File: config.mk
export PLATFORM = sky130hd
export DESIGN_NAME = msfir_mac
export DESIGN_NICKNAME = d
export VERILOG_FILES = /design/src/rtl/msfir_pkg.sv /design/src/rtl/msfir_mac.sv
export SDC_FILE = /design/constraint.sdc
export NUM_CORES = 2
export LEC_CHECK = 0
export BUFFER_PORTS_ARGS = -buffer_cell sky130_fd_sc_hd__buf_2
export CORE_ASPECT_RATIO = 0.7
export CORE_MARGIN = 10
export CORE_UTILIZATION = 59
export CTS_BUF_LIST = sky130_fd_sc_hd__clkbuf_8 sky130_fd_sc_hd__clkbuf_16
export DETAILED_ROUTE_END_ITERATION = 16
export GPL_TIMING_DRIVEN = 0
export MAX_ROUTING_LAYER = met4
export PLACE_DENSITY = 0.76
export SKIP_CTS_REPAIR_TIMING = 1
export SLEW_MARGIN = 15
export SYNTH_ARGS = -nofsm -noshare
export SYNTH_HDL_FRONTEND = slang
export SYNTH_SLANG_ARGS = --single-unit
export TNS_END_PERCENT = 5
File: constraint.sdc
create_clock -name clk -period 6.6 [get_ports clk]
set_input_delay 1.32 -clock clk [delete_from_list [all_inputs] [get_ports clk]]
set_output_delay 1.32 -clock clk [all_outputs]
set_load 0.01 [all_outputs]
File: src/rtl/msfir_pkg.sv
// ----------------------------------------------------------------------------
// msfir_pkg
// Shared types and constants for the mono to stereo FIR convolver.
// ----------------------------------------------------------------------------
package msfir_pkg;

    // Beat kinds on the input channel
    localparam logic KIND_TAP    = 1'b0;
    localparam logic KIND_SAMPLE = 1'b1;

    // Config register reset value (taps in use)
    localparam logic [8:0] TAPS_RESET = 9'd128;

    // Input beat payload
    typedef struct packed {
        logic               kind;
        logic [7:0]         tap_index;
        logic signed [15:0] coef_left;
        logic signed [15:0] coef_right;
        logic signed [15:0] sample;
    } in_beat_t;

    // Output beat payload
    typedef struct packed {
        logic signed [15:0] left_sample;
        logic signed [15:0] right_sample;
    } out_beat_t;

    // One coefficient pair as held in the tap memory
    typedef struct packed {
        logic signed [15:0] left;
        logic signed [15:0] right;
    } coef_pair_t;

    // Sequencer states
    typedef enum logic [1:0] {
        ST_IDLE,
        ST_RUN,
        ST_WAIT,
        ST_FIN
    } state_t;

    // Sequencer to MAC control
    typedef struct packed {
        logic clear;
        logic issue;
        logic last;
        logic hist_ok;
    } mac_ctl_t;

endpackage

File: src/rtl/msfir_mac.sv
// ----------------------------------------------------------------------------
// msfir_mac
// Shared dual multiply-accumulate unit: one tap per cycle for both channels,
// then floor shift by 15 and int16 saturation.
// ----------------------------------------------------------------------------
module msfir_mac #(
    parameter int ACC_W = 41
) (
    input  logic                  clk,
    input  logic                  rst_n,
    input  msfir_pkg::mac_ctl_t   ctl,
    input  logic signed [15:0]    hist_q,
    input  msfir_pkg::coef_pair_t coef_q,
    output logic                  done,
    output msfir_pkg::out_beat_t  res
);

    localparam logic signed [ACC_W-1:0] SAT_MAX = ACC_W'(32767);
    localparam logic signed [ACC_W-1:0] SAT_MIN = -(ACC_W'(32768));

    // stage 1: aligned with the registered memory read data
    logic v1_reg, last1_reg, ok1_reg;
    // stage 2: registered products
    logic v2_reg, last2_reg;
    logic signed [31:0] prod_l_reg, prod_r_reg;
    // accumulators
    logic signed [ACC_W-1:0] acc_l_reg, acc_r_reg;
    logic done_reg;

    // Floor shift right by 15, then clamp to int16
    function automatic logic signed [15:0] scale_sat(input logic signed [ACC_W-1:0] acc);
        logic signed [ACC_W-1:0] sh;
        sh = acc >>> 15;
        if (sh > SAT_MAX) begin
            scale_sat = 16'sd32767;
        end else if (sh < SAT_MIN) begin
            scale_sat = -16'sd32768;
        end else begin
            scale_sat = sh[15:0];
        end
    endfunction

    // Pipeline control
    always_ff @(posedge clk or negedge rst_n)
    begin
        if (!rst_n)
        begin
            v1_reg    <= 1'b0;
            last1_reg <= 1'b0;
            ok1_reg   <= 1'b0;
            v2_reg    <= 1'b0;
            last2_reg <= 1'b0;
            done_reg  <= 1'b0;
        end
        else
        begin
            v1_reg    <= ctl.issue;
            last1_reg <= ctl.issue && ctl.last;
            ok1_reg   <= ctl.hist_ok;
            v2_reg    <= v1_reg;
            last2_reg <= last1_reg;
            done_reg  <= v2_reg && last2_reg;
        end
    end

    // Multiply; history entries never written count as zero
    always_ff @(posedge clk)
    begin
        if (ok1_reg)
        begin
            prod_l_reg <= hist_q * coef_q.left;
            prod_r_reg <= hist_q * coef_q.right;
        end
        else
        begin
            prod_l_reg <= '0;
            prod_r_reg <= '0;
        end
    end

    // Accumulate
    always_ff @(posedge clk)
    begin
        if (ctl.clear)
        begin
            acc_l_reg <= '0;
            acc_r_reg <= '0;
        end
        else if (v2_reg)
        begin
            acc_l_reg <= acc_l_reg + ACC_W'(prod_l_reg);
            acc_r_reg <= acc_r_reg + ACC_W'(prod_r_reg);
        end
    end

    assign done             = done_reg;
    assign res.left_sample  = scale_sat(acc_l_reg);
    assign res.right_sample = scale_sat(acc_r_reg);

endmodule

==> flow_metrics.tcl <==
set metrics [dict create \
    status "complete, but fails checks" \
    failed_checks "negative setup slack" \
    post-route-worst-setup-slack_ps -637 \
    core.rowCount 67 \
    maximum_number_of_pins_on_one_net_before_global_route_repair 18 \
    synth.yosys.warnings 0 \
    max_cap_viol_count 0 \
    asyncSetResetFlopFracSynth 0.0395 \
    slew_viol_final 0 \
    critical_path.reg2reg.endpoint "acc_r_reg[28]" \
    detail_route.first_pass.iterations 6 \
    post-route-cell-area_sq_mm 0.0313 \
    cells_on_worst_reg2reg_path 13 \
    fp.dieH_microns 204 \
    yosysTopAreaCellShare 0.368 \
    grt_setup_unrepaired "true" \
    tritoncts_clock_tree "done" \
    max_freq_ghz 0.138 \
    final_net_count 4146 \
    post_synth_most_frequent_cells "634 x inv_1, 526 x fa_1, 310 x nand2_1" \
    die_footprint_sq_mm 0.0579 \
    detail_route.iter0.violations 1882 \
    start_kind "input pin" \
    reg2reg_slack_ps 2960 \
    synth.yosys.seq_area_share 0.107 \
    ys_dominant_reg_cell "dfxtp_1" \
    flow.area_growth_from_synthesis_pct 9.33 \
    via_count_of_the_routed_design 22500 \
    num_ports 87 \
    crit_required_ps 6980 \
    chipWidth_microns 283 \
    drt_drc_violations_left 0 \
    post_synth_edffs 0 \
    ant_nets 0 \
    final_setup_violation_count 21 \
    grt_first_pass_wirelength_microns 133000 \
    whs_endpoint "v2_reg" \
    synth_nets 4027 \
    cts_made_buffers 17 \
    maxSlewHeadroom 0.136 \
    hp-start "v1_reg" \
    placeable_core_region_sq_mm 0.0480 \
    final_critical_delay_including_setup_and_external_delays_ps 7240 \
    synth.lib_cells_used.distinct 75 \
    cts.reportedPaths.clkPinSlew_ps 80 \
    avgViaCountPerCell 5.65 \
    clock-root-buffer "clkbuf_16" \
    wl_per_cell_microns 20.7 \
    grt_util_all_layers 0.299 \
    grt_antenna_before_repair 3 \
    synth-seq-cells 152 \
    synth_most_common_cell "inv_1" \
    timing_hold_violations_final 0 \
    routedLengthMet1_microns 36400 \
    globalRoute.totalOverflow 0 \
    dp_hpwl_microns 68900 \
    worst_pin_slew_ps 1290 \
    top_layer "met4" \
    dpl-instance-area_sq_mm 0.0300 \
    numPortBuffers 86 \
    drive_above_1_share 0.0891 \
    yosysTopAreaCell "fa_1" \
    route.final.wire_length_microns 82800 \
    cts_max_path_buffers 2 \
    setup.worst_path.end_class "register" \
    synthTopCellsByArea "fa_1 37%, ha_1 11%, dfxtp_1 10%" \
    clock_insertion_delay_worst_skew_ps 440 \
    clock_tree.htree_level_count 4 \
    fin_util 0.653 \
    syn_avg_cell_area_sq_um 8.94 \
    num-fill-cells 4023 \
    number_of_global_route_vias_before_repair 24100 \
    worst_clock_skew_ps 16.0 \
    synthesis.area_sq_mm 0.0286 \
    floorplan.initialDensity 0.597 \
    postSynthCellCount 3203 \
    worst-setup-path-type "in2reg" \
    hold_depth 0 \
    crit-reg2reg-launch "acc_r_reg[0]" \
    worst-endpoint-arrival_ps 7620 \
    met3_wirelength_microns 8390 \
    fin_crit_sh 1.10 \
    pre_cts_slack_ps -1690 \
    met2_length_microns 36100 \
    hold_class "reg2reg" \
    globalplace.congestion 0.992 \
    clock-sinks 152 \
    critical_path_peak_fanout 10 \
]
==> placed cells by master, fill, tap and decap left out, types with 17 or more instances in the layout <==
cell       instances
a31oi_1           18
clkbuf_1          37
xor2_1            44
ha_1             238
nand2b_1          33
nand2_1          308
clkbuf_4          18
fa_1             512
a211oi_1          17
and2_1           288
o21ai_0           71
dfxtp_1          146
inv_1            632
nand3_1           18
xnor2_1           87
nor2_1           156
a21o_1            66
clkbuf_16         17
o21a_1            49
a21oi_1           96
o21bai_1          17
nand4_1           19
mux2i_1           49
buf_2             83
buf_4             39
==> worst max-delay path: stages <==
cell and delay [ps]:
buf_2 180, clkbuf_2 310, nand2_1 120, fa_1 500, inv_1 60, fa_1 580
fa_1 470, fa_1 460, fa_1 490, inv_1 50, fa_1 470, inv_1 40
ha_1 260, clkbuf_1 190, nand2_1 130, a31oi_1 110, o31a_1 310, nor3_2 150
o41a_1 250, o21ai_1 120, a31oi_2 300, o21ai_0 170, xnor2_1 380, and2_1 190
==> metrics by stage <==
step           TNS, ps  hold WS, ps  instances
3_5_place_dp    -39250          335       3944
6_report         -5260          349       3994
5_1_grt          -9120          355       3992
2_1_floorplan     -888          331       3203
4_1_cts         -21950          349       3976
3_3_place_gp    -35360          334       3944
==> kinds of logic after synthesis <==
family | synth area share
AOI/OAI and AO/OA | 0.103
xor gates and xnor gates | 0.0416
adders and majority gates | 0.475
buffers and inverters | 0.0991
DFF | 0.107
muxes | 0.0175
and+or+nand+nor | 0.157
==> worst max path at each step <==
stage | startpoint | to | slack (ps) | cells after the start
after floorplan | coef_q[4] | prod_r_reg[29] | -200 | 23
final | coef_q[28] | prod_l_reg[29] | -640 | 24
after global placement | hist_q[10] | prod_l_reg[31] | -1580 | 24
after CTS | hist_q[10] | prod_l_reg[31] | -1280 | 24
after global routing | coef_q[26] | prod_l_reg[29] | -760 | 24
after detailed placement | hist_q[10] | prod_l_reg[31] | -1690 | 24
==> metal layers <==
metal  track usage  vias up
met2         0.452      993
met1         0.401    11200
li1              -    10200
met5             -        -
met4        0.0724        0
met3        0.0761      124
==> layout make-up <==
| cell class | instances | area (sq um) | area share |
|---|---|---|---|
| clock inverters | 15 | 168 | 0.00536 |
| diodes | 4 | 10.0 | 0.000320 |
| inverters | 634 | 2380 | 0.0762 |
| well taps | 655 | 820 | 0.0262 |
| plain buffers | 120 | 838 | 0.0268 |
| repair buffers | 101 | 561 | 0.0179 |
| clock buffers | 17 | 425 | 0.0136 |
| flip-flops and latches | 152 | 3070 | 0.0982 |
| multi-input cells | 2296 | 23000 | 0.735 |
Power is not shown: default switching activity piles up to over one toggle a cycle in this logic, so the estimate is an artifact.
