## src/rtl/msfir_pkg.sv

```systemverilog
// ----------------------------------------------------------------------------
// msfir_pkg
// Shared types and constants for the mono to stereo FIR convolver.
// ----------------------------------------------------------------------------
package msfir_pkg;

    // Beat kinds on the input channel
    localparam logic KIND_TAP    = 1'b0;
    localparam logic KIND_SAMPLE = 1'b1;

    // Config register reset value (taps in use)
    localparam logic [8:0] TAPS_RESET = 9'd128;

    // Input beat payload
    typedef struct packed {
        logic               kind;
        logic [7:0]         tap_index;
        logic signed [15:0] coef_left;
        logic signed [15:0] coef_right;
        logic signed [15:0] sample;
    } in_beat_t;

    // Output beat payload
    typedef struct packed {
        logic signed [15:0] left_sample;
        logic signed [15:0] right_sample;
    } out_beat_t;

    // One coefficient pair as held in the tap memory
    typedef struct packed {
        logic signed [15:0] left;
        logic signed [15:0] right;
    } coef_pair_t;

    // Sequencer states
    typedef enum logic [1:0] {
        ST_IDLE,
        ST_RUN,
        ST_WAIT,
        ST_FIN
    } state_t;

    // Sequencer to MAC control
    typedef struct packed {
        logic clear;
        logic issue;
        logic last;
        logic hist_ok;
    } mac_ctl_t;

endpackage

```

## src/rtl/msfir_ctrl.sv

```systemverilog
// ----------------------------------------------------------------------------
// msfir_ctrl
// Sequencer: delay line pointer and fill count, tap walk, result hand-off.
// ----------------------------------------------------------------------------
module msfir_ctrl #(
    parameter int MAX_TAPS = 256,
    parameter int AW       = 8,
    parameter int CW       = 9
) (
    input  logic                clk,
    input  logic                rst_n,
    input  logic                in_valid,
    input  logic                in_kind,
    input  logic [8:0]          taps_in_use,
    input  logic                mac_done,
    input  logic                out_free,
    output logic                in_ready,
    output logic                out_load,
    output logic                hist_we,
    output logic [AW-1:0]       hist_waddr,
    output logic [AW-1:0]       hist_raddr,
    output logic [AW-1:0]       tap_raddr,
    output msfir_pkg::mac_ctl_t mac_ctl
);

    msfir_pkg::state_t state_reg, state_next;

    logic [AW-1:0] newest_reg, newest_next;
    logic [AW-1:0] k_reg, k_next;
    logic [AW-1:0] pos_reg, pos_next;
    logic [CW-1:0] fill_reg, fill_next;
    logic [CW-1:0] n_reg, n_next;

    logic          accept_sample;
    logic [AW-1:0] newest_dec;
    logic [CW-1:0] n_clamp;
    logic          k_last;

    assign accept_sample = in_valid && in_ready && (in_kind == msfir_pkg::KIND_SAMPLE);
    assign newest_dec    = (newest_reg == '0) ? AW'(MAX_TAPS - 1) : newest_reg - AW'(1);
    assign n_clamp       = (int'(taps_in_use) > MAX_TAPS) ? CW'(MAX_TAPS) : CW'(taps_in_use);
    assign k_last        = (CW'(k_reg) == n_reg - CW'(1));

    // Next state
    always_comb
    begin
        state_next = state_reg;
        case (state_reg)
            msfir_pkg::ST_IDLE:
                if (accept_sample)
                begin
                    state_next = (n_clamp == '0) ? msfir_pkg::ST_FIN : msfir_pkg::ST_RUN;
                end
            msfir_pkg::ST_RUN:
                if (k_last)
                begin
                    state_next = msfir_pkg::ST_WAIT;
                end
            msfir_pkg::ST_WAIT:
                if (mac_done)
                begin
                    state_next = msfir_pkg::ST_FIN;
                end
            msfir_pkg::ST_FIN:
                if (out_free)
                begin
                    state_next = msfir_pkg::ST_IDLE;
                end
            default:
                state_next = msfir_pkg::ST_IDLE;
        endcase
    end

    // Outputs
    always_comb
    begin
        in_ready        = (state_reg == msfir_pkg::ST_IDLE);
        out_load        = (state_reg == msfir_pkg::ST_FIN) && out_free;
        mac_ctl.clear   = accept_sample;
        mac_ctl.issue   = (state_reg == msfir_pkg::ST_RUN);
        mac_ctl.last    = k_last;
        mac_ctl.hist_ok = (CW'(k_reg) < fill_reg);
        hist_we         = accept_sample;
        hist_waddr      = newest_dec;
        hist_raddr      = pos_reg;
        tap_raddr       = k_reg;
    end

    // Counters and pointers
    always_comb
    begin
        newest_next = newest_reg;
        fill_next   = fill_reg;
        n_next      = n_reg;
        k_next      = k_reg;
        pos_next    = pos_reg;
        if (accept_sample)
        begin
            newest_next = newest_dec;
            n_next      = n_clamp;
            k_next      = '0;
            pos_next    = newest_dec;
            if (fill_reg != CW'(MAX_TAPS))
            begin
                fill_next = fill_reg + CW'(1);
            end
        end
        else if (state_reg == msfir_pkg::ST_RUN)
        begin
            k_next   = k_reg + AW'(1);
            pos_next = (pos_reg == AW'(MAX_TAPS - 1)) ? '0 : pos_reg + AW'(1);
        end
    end

    always_ff @(posedge clk or negedge rst_n)
    begin
        if (!rst_n)
        begin
            state_reg  <= msfir_pkg::ST_IDLE;
            newest_reg <= '0;
            fill_reg   <= '0;
            n_reg      <= '0;
            k_reg      <= '0;
            pos_reg    <= '0;
        end
        else
        begin
            state_reg  <= state_next;
            newest_reg <= newest_next;
            fill_reg   <= fill_next;
            n_reg      <= n_next;
            k_reg      <= k_next;
            pos_reg    <= pos_next;
        end
    end

endmodule

```

## config.mk

```make
export PLATFORM = sky130hd
export DESIGN_NAME = msfir_ctrl
export DESIGN_NICKNAME = d
export VERILOG_FILES = /design/src/rtl/msfir_pkg.sv /design/src/rtl/msfir_ctrl.sv
export SDC_FILE = /design/constraint.sdc
export NUM_CORES = 1
export LEC_CHECK = 0
export BUFFER_PORTS_ARGS = -buffer_cell sky130_fd_sc_hd__buf_2
export CORE_ASPECT_RATIO = 1.25
export CORE_MARGIN = 4
export CORE_UTILIZATION = 50
export CTS_BUF_LIST = sky130_fd_sc_hd__clkbuf_8 sky130_fd_sc_hd__clkbuf_16
export CTS_CLUSTER_DIAMETER = 60
export DETAILED_ROUTE_END_ITERATION = 12
export PLACE_DENSITY = 0.79
export SYNTH_ARGS = -nofsm -noshare
export SYNTH_HDL_FRONTEND = slang
export SYNTH_SLANG_ARGS = --single-unit
export TNS_END_PERCENT = 20
```

## constraint.sdc

```tcl
create_clock -name clk -period 2.25 [get_ports clk]
set_input_delay 0.3375 -clock clk [delete_from_list [all_inputs] [get_ports clk]]
set_output_delay 0.3375 -clock clk [all_outputs]
set_load 0.03 [all_outputs]
```

==> results of run 1 <==
## routing by layer
layer	track usage (%)	part of all wire [%]	up-vias	wire, µm
met5	0	0	-	0
met4	6.85	1.9	0	125
met3	4.28	5.2	12	342
met2	32.6	49	67	3210
met1	26.1	44	1162	2850
li1	-	-	1201	-
## placed cells by master, fill, tap and decap left out, drive strengths merged, types with 2 or more instances in the layout
| cell | Yosys | layout |
|---|---|---|
| a211oi | 2 | 2 |
| a21o | 3 | 3 |
| a21oi | 10 | 10 |
| a22oi | 2 | 2 |
| a31oi | 5 | 5 |
| and2 | 3 | 3 |
| and3 | 7 | 7 |
| buf | 8 | 63 |
| clkbuf | 3 | 6 |
| dfrtp | 44 | 44 |
| ha | 18 | 18 |
| inv | 23 | 23 |
| mux2i | 6 | 6 |
| nand2 | 46 | 46 |
| nand3 | 5 | 5 |
| nand3b | 9 | 9 |
| nand4 | 8 | 8 |
| nor2 | 20 | 20 |
| nor2b | 5 | 5 |
| nor3 | 9 | 9 |
| nor4 | 2 | 2 |
| o211ai | 2 | 2 |
| o21ai | 21 | 21 |
| o31ai | 2 | 2 |
| or3 | 4 | 4 |
| or4 | 3 | 3 |
| xnor2 | 16 | 16 |
| xor2 | 12 | 12 |
## worst max path at each step
stage | cells past startpoint | to
finish | 9 | mac_ctl[1]
global route | 8 | mac_ctl[1]
CTS | 9 | mac_ctl[1]
detailed placement | 8 | mac_ctl[1]
global placement | 8 | mac_ctl[1]
floorplan | 6 | mac_ctl[0]
## timing repair
action,CTS,global route
setup buffers,4,4
resized for setup,15,11
endpoints found under the hold margin,0,0
setup endpoints to repair,5,10
pin swaps,5,5
## synthesized netlist by cell type, types with 2 or more instances
cell and count:
nand4_1 8, a31oi_1 4, nor2b_2 2, a21o_1 3
and2_1 3, nand2_1 46, inv_1 22, buf_2 3
nand3b_1 8, nand3_1 5, nor2_1 19, clkbuf_1 3
o21ai_1 5, o31ai_1 2, dfrtp_1 44, a22oi_1 2
ha_1 18, or4_1 3, nor3_1 8, xor2_1 12
nor2b_1 3, a211oi_2 2, xnor2_1 16, buf_4 3
and3_1 7, nor4_1 2, mux2i_1 6, a21oi_1 10
o211ai_1 2, or3_1 4, o21ai_0 16
## area by class of cell
class                           instances  area, µm²  share of cell area, %
Multi-Input combinational cell        233       1620                   48.3
Sequential cell                        44       1100                   33.1
Timing Repair Buffer                   64        387                   11.6
Inverter                               23       86.3                   2.58
Tap cell                               64       80.1                   2.40
Clock buffer                            5       68.8                   2.06
## cells by family after synthesis
logic type	synth area share (%)
AND/OR/NAND/NOR	23.3
AO/OA/AOI/OAI	12.6
flip-flops	39.1
buffers and inverters	5.33
XOR/XNOR	9.50
adder cells (fa/ha/maj)	7.99
multiplexers	2.13
## power groups by stage
| stage | registers, µW | logic [µW] | clock network, µW |
|---|---|---|---|
| 6_report | 790 | 35.2 | 446 |
| 5_1_grt | 790 | 41.4 | 498 |
| 4_1_cts | 790 | 36.4 | 466 |
| 3_5_place_dp | 806 | 36.0 | 0 |
| 3_3_place_gp | 806 | 35.6 | 0 |
| 2_1_floorplan | 806 | 3.47 | 0 |
## metrics by stage
| stage | setup TNS [ns] | power (µW) | setup WS (ns) |
|---|---|---|---|
| after CTS | -0.00678 | 1290 | -0.00678 |
| final | -0.0916 | 1270 | -0.0916 |
| after global placement | 0 | 841 | 0.108 |
| after detailed placement | 0 | 842 | 0.00558 |
| after floorplan | -0.00346 | 809 | -0.00346 |
| after global routing | -0.305 | 1330 | -0.206 |
==> reports/metrics.cfg, run 1 <==
[critical_path]
crit_path_start=n_reg[0]$_DFFE_PN0P_
cp_top_family=flip-flops
r2r_setup_slack_ns=0.12
cp_max_fo=6
r2r_end=state_reg[1]$_DFFE_PN0P_
critPathKind=reg2out
crit_path_top_delay_cell=dfrtp_1
cp-end-kind=primary output
cp_cell_sequence=inv_2 > ha_4 > buf_4 > xnor3_1 > and3_1 > o21ai_1 > a22oi_2 > and2_4 > buf_6
worstReg2RegStart=n_reg[3]$_DFFE_PN0P_
cp_num_buf_inv=3
r2r_cells=9
max_stage_delay_ns=0.39
cp-start-kind=register
worst_ep_required_time_ns=1.91
worstPathArrival_ns=2.00

[clock_network]
cts_tree=built
cts_buffers=5
clk_pin_slew_ns=0.08
clock_latency_ns=0.29
clock_sinks=44
clockRootBuffer=clkbuf_8
cts_max_path_buffers=2
cts_max_level=2
postCtsHoldBufs=0

[final_layout]
num_antenna_cells=0
area_growth_pct=18.6
fin_nets=404
final_layout_size_suffix_gt1_share_pct=25.7
layout.filler_cells=459
fin_area_mm2=0.00334
utilization_pct=61.4
stdcell_count=433

[synth]
ys_seq_area_share_pct=39.1
yosys.area.top_type=dfrtp_1
synth.top_cell.area_share_pct=39.1
syn_inst=311
syn_area_mm2=0.00282
syn-num-nets=344
synthTopCellsByArea=dfrtp_1, ha_1, nand2_1
synth_edf_count=0
ys.flop_type=dfrtp_1
ys_types=51
yosys_warnings=0
avgSynthCellArea_um2=9.06
async_flop_share_pct=100
ys_ff_latch=44

[floorplanning]
initial_utilization_pct=51.8
ioPinCount=46
die_x_um=75.2
die_area_mm2=0.00691
coreArea_mm2=0.00544
die_y_um=92.0
num_rows=30

[detailed_routing]
routed_via_density=5.64
post_drt_wl_per_cell_um=15.1
routed_wl_um=6530
drc=0
drtIter0Drc=111
final_antenna_net_count=0
vias=2442
drt_pre_antenna_iters=4

[global_routing]
antenna_found_initial=0
grt_overflow=0
grt_pass1_wl_um=11100
grtUsageTotal_pct=20.1
grt_max_degree=45
grt_pass1_vias=2459

[timing]
tightest_slew_ns=0.573
fin_worst_skew_ns=0.00655
fin_crit_ns=2.34
min_period_over_period_pct=104
setup_violations=1
fmax_mhz=427
finalHoldViolCount=0
whs_ns=0.107
rsz0062_at_grt=true
slew_viol_final=0
fin_ws_ns=-0.0916
maxSlewHeadroom_pct=61.8

[pwr]
power_frac_comb_pct=2.8
p_sw_share_pct=21.1
p_sw_uw=269
cellPowerDensity_mw_per_mm2=381
power_frac_seq_pct=62.1
power_frac_clock_pct=35.1
p_int_uw=1000
ir_drop_uv=276
p_leak_uw=0.00171

[placement]
port_buffers=45
dp.cells=420
place_hpwl_um=4710
place_congestion=0.834
placed_cell_area_mm2=0.00314

[run]
cap_violations=0

[hold_path]
hold_class=in2async

[run_status]
failed_checks=setup timing
status=complete, but fails checks

Power figures use the tool's default switching activity.
==> inputs of run 2 (changes only) <==
--- a/config.mk
+++ b/config.mk
@@ -6,13 +6,14 @@
 export NUM_CORES = 1
 export LEC_CHECK = 0
 export BUFFER_PORTS_ARGS = -buffer_cell sky130_fd_sc_hd__buf_2
-export CORE_ASPECT_RATIO = 1.25
 export CORE_MARGIN = 4
 export CORE_UTILIZATION = 50
 export CTS_BUF_LIST = sky130_fd_sc_hd__clkbuf_8 sky130_fd_sc_hd__clkbuf_16
 export CTS_CLUSTER_DIAMETER = 60
 export DETAILED_ROUTE_END_ITERATION = 12
 export PLACE_DENSITY = 0.79
+export RECOVER_POWER = 100
+export SLEW_MARGIN = 20
 export SYNTH_ARGS = -nofsm -noshare
 export SYNTH_HDL_FRONTEND = slang
 export SYNTH_SLANG_ARGS = --single-unit
==> run 2 against run 1 <==
- the run ends with capacitance limit, slew limit, setup timing left
- clock power up 4%
- combinational power is 3% lower
- cell area up 0.75%
- global-route usage down 0.70 points
- via count grew 0.37%
- power rose by 1.3%
- sequential power about the same
- critical path type unchanged
- largest cell class unchanged
- highest routed layer unchanged
==> reports/metrics.cfg, run 2 (synthesis gave the netlist of run 1 again) <==
[run_status]
status=complete, but fails checks
failed_checks=capacitance limit, slew limit, setup timing

[hold_path]
hold_path_startpoint=taps_in_use[5]
hold_class=in2reg
hold_path_depth=3
hold-path-endpoint=n_reg[5]$_DFFE_PN0P_

[clock_network]
cts_max_level=2  ; unchanged
cts_max_path_buffers=2  ; unchanged
clock_latency_ns=0.30  ; about the same
clk_pin_slew_ns=0.08  ; about the same
cts_tree=built
postCtsHoldBufs=0  ; unchanged
clockRootBuffer=clkbuf_8
cts_buffers=5  ; unchanged
clock_sinks=44  ; unchanged

[critical_path]
worstPathArrival_ns=1.95  ; -0.05 ns
r2r_end=state_reg[0]$_DFFE_PN0P_
cp-end-kind=primary output
r2r_cells=9  ; unchanged
r2r_setup_slack_ns=0.10  ; -0.02 ns
cp_max_fo=7  ; +1
worstReg2RegStart=n_reg[0]$_DFFE_PN0P_
cp-start-kind=register
critPathKind=reg2out
worst_ep_required_time_ns=1.91  ; about the same

[timing]
slew_viol_final=30  ; +30
maxSlewHeadroom_pct=-2.13  ; -64 points
fin_setup_tns_ns=-0.0346  ; +0.0569 ns
setup_violations=1  ; unchanged
rsz0062_at_grt=true
finalHoldViolCount=0  ; unchanged
fin_worst_skew_ns=0.0119  ; +0.00533 ns
min_period_over_period_pct=102  ; -2.5 points
tightest_slew_ns=1.53  ; +0.959 ns
fin_crit_ns=2.28  ; -0.0569 ns
fin_ws_ns=-0.0346  ; +0.0569 ns
fmax_mhz=438  ; +2.5%

[global_routing]
grtUsageMet1_pct=24.9  ; -1.1 points
antenna_found_initial=0  ; unchanged
grt_max_degree=34  ; -24%
grt_overflow=0  ; unchanged
busiest_layer=met2
grt_util_met2_pct=33.2  ; +0.53 points
grt_pass1_wl_um=11100  ; +0.38%
grtUsageTotal_pct=19.4  ; -0.70 points
gr-usage-met3_pct=3.77  ; -0.51 points
grt_pass1_vias=2425  ; -1.4%

[floorplanning]
num_rows=27  ; -10%
die_area_mm2=0.00690  ; -0.11%
coreArea_mm2=0.00547  ; +0.55%
die_y_um=83.1  ; -9.6%
ioPinCount=46  ; unchanged
die_x_um=83.1  ; +11%
initial_utilization_pct=51.5  ; -0.28 points

[detailed_routing]
routed_via_density=5.48  ; -2.8%
drc=0  ; unchanged
post_drt_wl_per_cell_um=14.5  ; -3.9%
final_antenna_net_count=0  ; unchanged
routed_wl_um=6480  ; -0.78%
vias=2451  ; +0.37%
drtIter0Drc=144  ; +30%
drt_pre_antenna_iters=4  ; unchanged

[placement]
port_buffers=45  ; unchanged
place_congestion=0.868  ; +4.1%
place_hpwl_um=4850  ; +3.0%
placed_cell_area_mm2=0.00318  ; +1.0%

[run]
cap_violations=1  ; +1

[final_layout]
mostFrequentLayoutCell=nand2_1
fin_nets=408  ; +0.99%
num_antenna_cells=0  ; unchanged
final_layout_size_suffix_gt1_share_pct=20.5  ; -5.2 points
final_cell_mix=nand2_1, dfrtp_1, clkbuf_1
fin_area_mm2=0.00337  ; +0.75%
area_growth_pct=19.4

[pwr]
cellPowerDensity_mw_per_mm2=383  ; +0.58%
p_leak_uw=0.00168  ; -1.8%
ir_drop_uv=244  ; -12%

## run 2: changes by cell type in the layout (fill, tap and decap cells not counted), sizes merged
cell    before  now
buf         63   44
clkbuf       6   29
clkinv       0    1
inv         23   24
## run 2: cell type report
type	count	area, µm²
fillers	487	2110
multi-input cells	233	1620
flip-flops and latches	44	1100
repair buffers	68	385
well taps	72	90.1
inverters	23	86.3
clock buffers	5	68.8
clock inverters	2	8.76
## run 2: per-stage QoR
step           instances  hold slack [ns]  util, %  worst slack (ns)  total power [µW]
2_1_floorplan        311           0.0419        -          -0.00346               809
3_3_place_gp         431            0.397     58.0            0.0925               842
3_5_place_dp         431            0.400     58.0            0.0425               842
6_report             447            0.300     61.5           -0.0346              1290
5_1_grt              447            0.308     61.5            -0.148              1350
4_1_cts              442           0.0702     60.8           -0.0254              1310
## run 2: how the worst max path moves through the flow
stage	startpoint	end	slack, ns	depth (start not counted)
2_1_floorplan	tap_raddr[1]$_DFFE_PN0P_	mac_ctl[0]	-0.003	6
3_3_place_gp	n_reg[0]$_DFFE_PN0P_	mac_ctl[1]	0.09	8
3_5_place_dp	n_reg[0]$_DFFE_PN0P_	mac_ctl[1]	0.04	8
4_1_cts	n_reg[1]$_DFFE_PN0P_	mac_ctl[1]	-0.03	8
5_1_grt	n_reg[3]$_DFFE_PN0P_	mac_ctl[1]	-0.15	6
6_report	n_reg[3]$_DFFE_PN0P_	mac_ctl[1]	-0.03	6
## run 2: critical path: stages (launching register included)
cell and delay, ns:
dfrtp_2 0.44, nor3_4 0.33, and2_4 0.21, a32oi_2 0.10
a211oi_2 0.27, and2_4 0.19, buf_6 0.12
## run 2: report_power, final
part           internal (µW)  switching [µW]  total (µW)
sequential               790               0         790
clock                    207             258         465
combinational           11.9            22.2        34.0
total                   1010             280        1290
## run 2: routing by layer
| layer | vias up | part of all wire [%] |
|---|---|---|
| met5 | - | 0 |
| met4 | 0 | 1.3 |
| met3 | 6 | 4.5 |
| met2 | 67 | 48 |
| met1 | 1175 | 46 |
| li1 | 1203 | - |
## run 2: what timing repair did
action	4_1_cts	5_1_grt
setup endpoints to repair	5	11
gates resized for setup	15	15
pin swaps	5	6
endpoints found under the hold margin	0	0
setup buffers	4	5
cloned	0	0
==> inputs of run 3 (changes only) <==
--- a/config.mk
+++ b/config.mk
@@ -7,11 +7,11 @@
 export LEC_CHECK = 0
 export BUFFER_PORTS_ARGS = -buffer_cell sky130_fd_sc_hd__buf_2
 export CORE_MARGIN = 4
-export CORE_UTILIZATION = 50
+export CORE_UTILIZATION = 57
 export CTS_BUF_LIST = sky130_fd_sc_hd__clkbuf_8 sky130_fd_sc_hd__clkbuf_16
 export CTS_CLUSTER_DIAMETER = 60
 export DETAILED_ROUTE_END_ITERATION = 12
-export PLACE_DENSITY = 0.79
+export PLACE_DENSITY = 0.87
 export RECOVER_POWER = 100
 export SLEW_MARGIN = 20
 export SYNTH_ARGS = -nofsm -noshare
==> run 3 against run 2 <==
- the flow finishes with violations (setup timing)
- sequential share of layout area increased by 0.23 points
- count of clock-buffer cells in the layout unchanged
- first-iteration DRC count increased by 29%
- core utilization increased by 9.0 points
- non-clock buffer count decreased by 9
- die area decreased by 11%
- critical path depth increased by 3
- wire length increased by 5.9%
- cell area decreased by 0.37%
- largest power group unchanged
==> reports/metrics.cfg, run 3 (synthesis gave the netlist of run 1 again) <==
[hold_path]
hold_class=in2reg

[final_layout]
final_cell_mix=nand2_1, dfrtp_1, buf_2
fin_nets=399  ; -2.2%
area_growth_pct=19.0
layout.filler_cells=379  ; -22%
final_layout_size_suffix_gt1_share_pct=24.5  ; +4.0 points
num_antenna_cells=0  ; unchanged
mostFrequentLayoutCell=nand2_1

[global_routing]
antenna_found_initial=0  ; unchanged
busiest_layer=met2
gr-usage-met3_pct=5.28  ; +1.5 points
grt_overflow=0  ; unchanged
grtUsageMet1_pct=27.8  ; +2.9 points
grtUsageTotal_pct=23.3  ; +3.9 points
grt_max_degree=45  ; +32%
grt_pass1_wl_um=11300  ; +1.6%
grt_util_met2_pct=40.4  ; +7.2 points
grt_pass1_vias=2499  ; +3.1%

[clock_network]
clockRootBuffer=clkbuf_8
clock_sinks=44  ; unchanged
cts_tree=built
clock_latency_ns=0.30  ; about the same
clk_pin_slew_ns=0.08  ; about the same
cts_buffers=5  ; unchanged
cts_max_path_buffers=2  ; unchanged
cts_max_level=2  ; unchanged

[critical_path]
r2r_setup_slack_ns=0.19  ; +0.09 ns
cp-end-kind=primary output
cp-start-kind=register
worstReg2RegStart=n_reg[0]$_DFFE_PN0P_
cp_max_fo=6  ; -1
cp_num_cells=9  ; +3
crit_end=mac_ctl[1]
cp_cell_sequence=inv_2 > ha_4 > buf_4 > xor2_1 > nor2_1 > a211oi_2 > a211oi_2 > and2_1 > buf_6
cp_top_family=flip-flops
crit_path_start=n_reg[0]$_DFFE_PN0P_
r2r_cells=10  ; +1
crit_path_top_delay_cell=dfrtp_1
max_stage_delay_ns=0.37  ; -0.07 ns
crit_top_cell=a211oi_2
r2r_end=state_reg[1]$_DFFE_PN0P_
worstPathArrival_ns=2.00  ; +0.05 ns
critPathKind=reg2out
worst_ep_required_time_ns=1.91  ; about the same
cp_num_buf_inv=3  ; +2

[timing]
fin_ws_ns=-0.0870  ; -0.0523 ns
maxSlewHeadroom_pct=27.5  ; +30 points
fin_worst_skew_ns=0.00861  ; -0.00328 ns
finalHoldViolCount=0  ; unchanged
setup_violations=1  ; unchanged
fin_crit_ns=2.34  ; +0.0523 ns
fmax_mhz=428  ; -2.2%
rsz0062_at_grt=true
tightest_slew_ns=1.09  ; -0.444 ns
slew_viol_final=0  ; -100%
min_period_over_period_pct=104  ; +2.3 points

[floorplanning]
coreArea_mm2=0.00475  ; -13%
num_rows=25  ; -7.4%
initial_utilization_pct=59.3  ; +7.8 points
die_y_um=78.3  ; -5.7%
ioPinCount=46  ; unchanged
die_area_mm2=0.00613  ; -11%
die_x_um=78.3  ; -5.7%

[pwr]
p_sw_uw=297  ; +6.0%
power_frac_seq_pct=60.2  ; -1.1 points
ir_drop_uv=283  ; +16%
p_leak_uw=0.00168  ; +0.34%
cellPowerDensity_mw_per_mm2=391  ; +2.2%
power_frac_comb_pct=2.6  ; about the same
p_int_uw=1010  ; +0.61%
p_sw_share_pct=22.6  ; +0.90 points
power_frac_clock_pct=37.1  ; +1.0 points
finalPower_uw=1310  ; +1.8%

[detailed_routing]
drtIter0Drc=186  ; +29%
drc=0  ; unchanged
post_drt_wl_per_cell_um=15.8  ; +9.1%
final_antenna_net_count=0  ; unchanged
drt_pre_antenna_iters=4  ; unchanged
routed_wl_um=6870  ; +5.9%
vias=2508  ; +2.3%
routed_via_density=5.78  ; +5.4%

[run_status]
status=complete, but fails checks
failed_checks=setup timing

[placement]
place_hpwl_um=4870  ; +0.32%
dpl_worst_slack_ns=0.00149  ; -0.0410 ns
place_congestion=0.823  ; -5.1%
port_buffers=45  ; unchanged

[run]
cap_violations=0  ; -1

## run 3: timing repair
item,4_1_cts,5_1_grt
setup endpoints to repair,5,11
gates resized for setup,12,27
hold buffers,0,0
endpoints found under the hold margin,0,0
pin swaps,4,9
buffers inserted,3,1
## run 3: area by class of cell
cell class	instances	area, µm²	area share (%)
Multi-Input combinational cell	233	1640	49.0
Sequential cell	44	1110	33.0
Timing Repair Buffer	59	349	10.4
Inverter	23	86.3	2.57
Tap cell	67	83.8	2.50
Clock buffer	5	68.8	2.05
Clock inverter	3	16.3	0.485
## run 3: worst min-delay path by stage
stage	startpoint	endpoint	slack, ns	cells past startpoint
CTS	rst_n	tap_raddr[1]$_DFFE_PN0P_	0.13	2
floorplan	rst_n	fill_reg[0]$_DFFE_PN0P_	0.04	0
global route	taps_in_use[4]	n_reg[4]$_DFFE_PN0P_	0.31	3
finish	taps_in_use[6]	n_reg[6]$_DFFE_PN0P_	0.30	3
detailed placement	rst_n	n_reg[6]$_DFFE_PN0P_	0.45	2
global placement	rst_n	n_reg[6]$_DFFE_PN0P_	0.44	2
## run 3: per-stage QoR
step                utilization (%)  setup TNS (ns)  hold WS [ns]  cell area, µm²  std cells
global placement               66.0               0         0.444            3140        422
global route                   70.6          -0.339         0.312            3350        434
CTS                            69.1         -0.0667         0.130            3280        433
detailed placement             66.0               0         0.450            3140        422
finish                         70.6         -0.0870         0.299            3350        434
floorplan                         -        -0.00346        0.0419            2820        311
## run 3: power groups by stage
stage | Combinational (µW) | Sequential [µW] | Clock, µW
after global routing | 40.9 | 790 | 540
after floorplan | 3.47 | 806 | 0
after detailed placement | 35.5 | 806 | 0
after CTS | 36.1 | 790 | 494
after global placement | 35.0 | 806 | 0
final | 34.7 | 790 | 487
## run 3: metal layers
layer  up-vias  routed length [µm]  share of wire (%)
li1       1189                   -                  -
met1      1213                2780                 40
met2        86                3500                 51
met3        20                 365                5.3
met4         0                 222                3.2
met5         -                   0                  0
## run 3: worst min-delay path, delay by kind of cell
kind	cells	cell delay (ns)
AND/OR/NAND/NOR	2	0.15
buffers and inverters	1	0.08
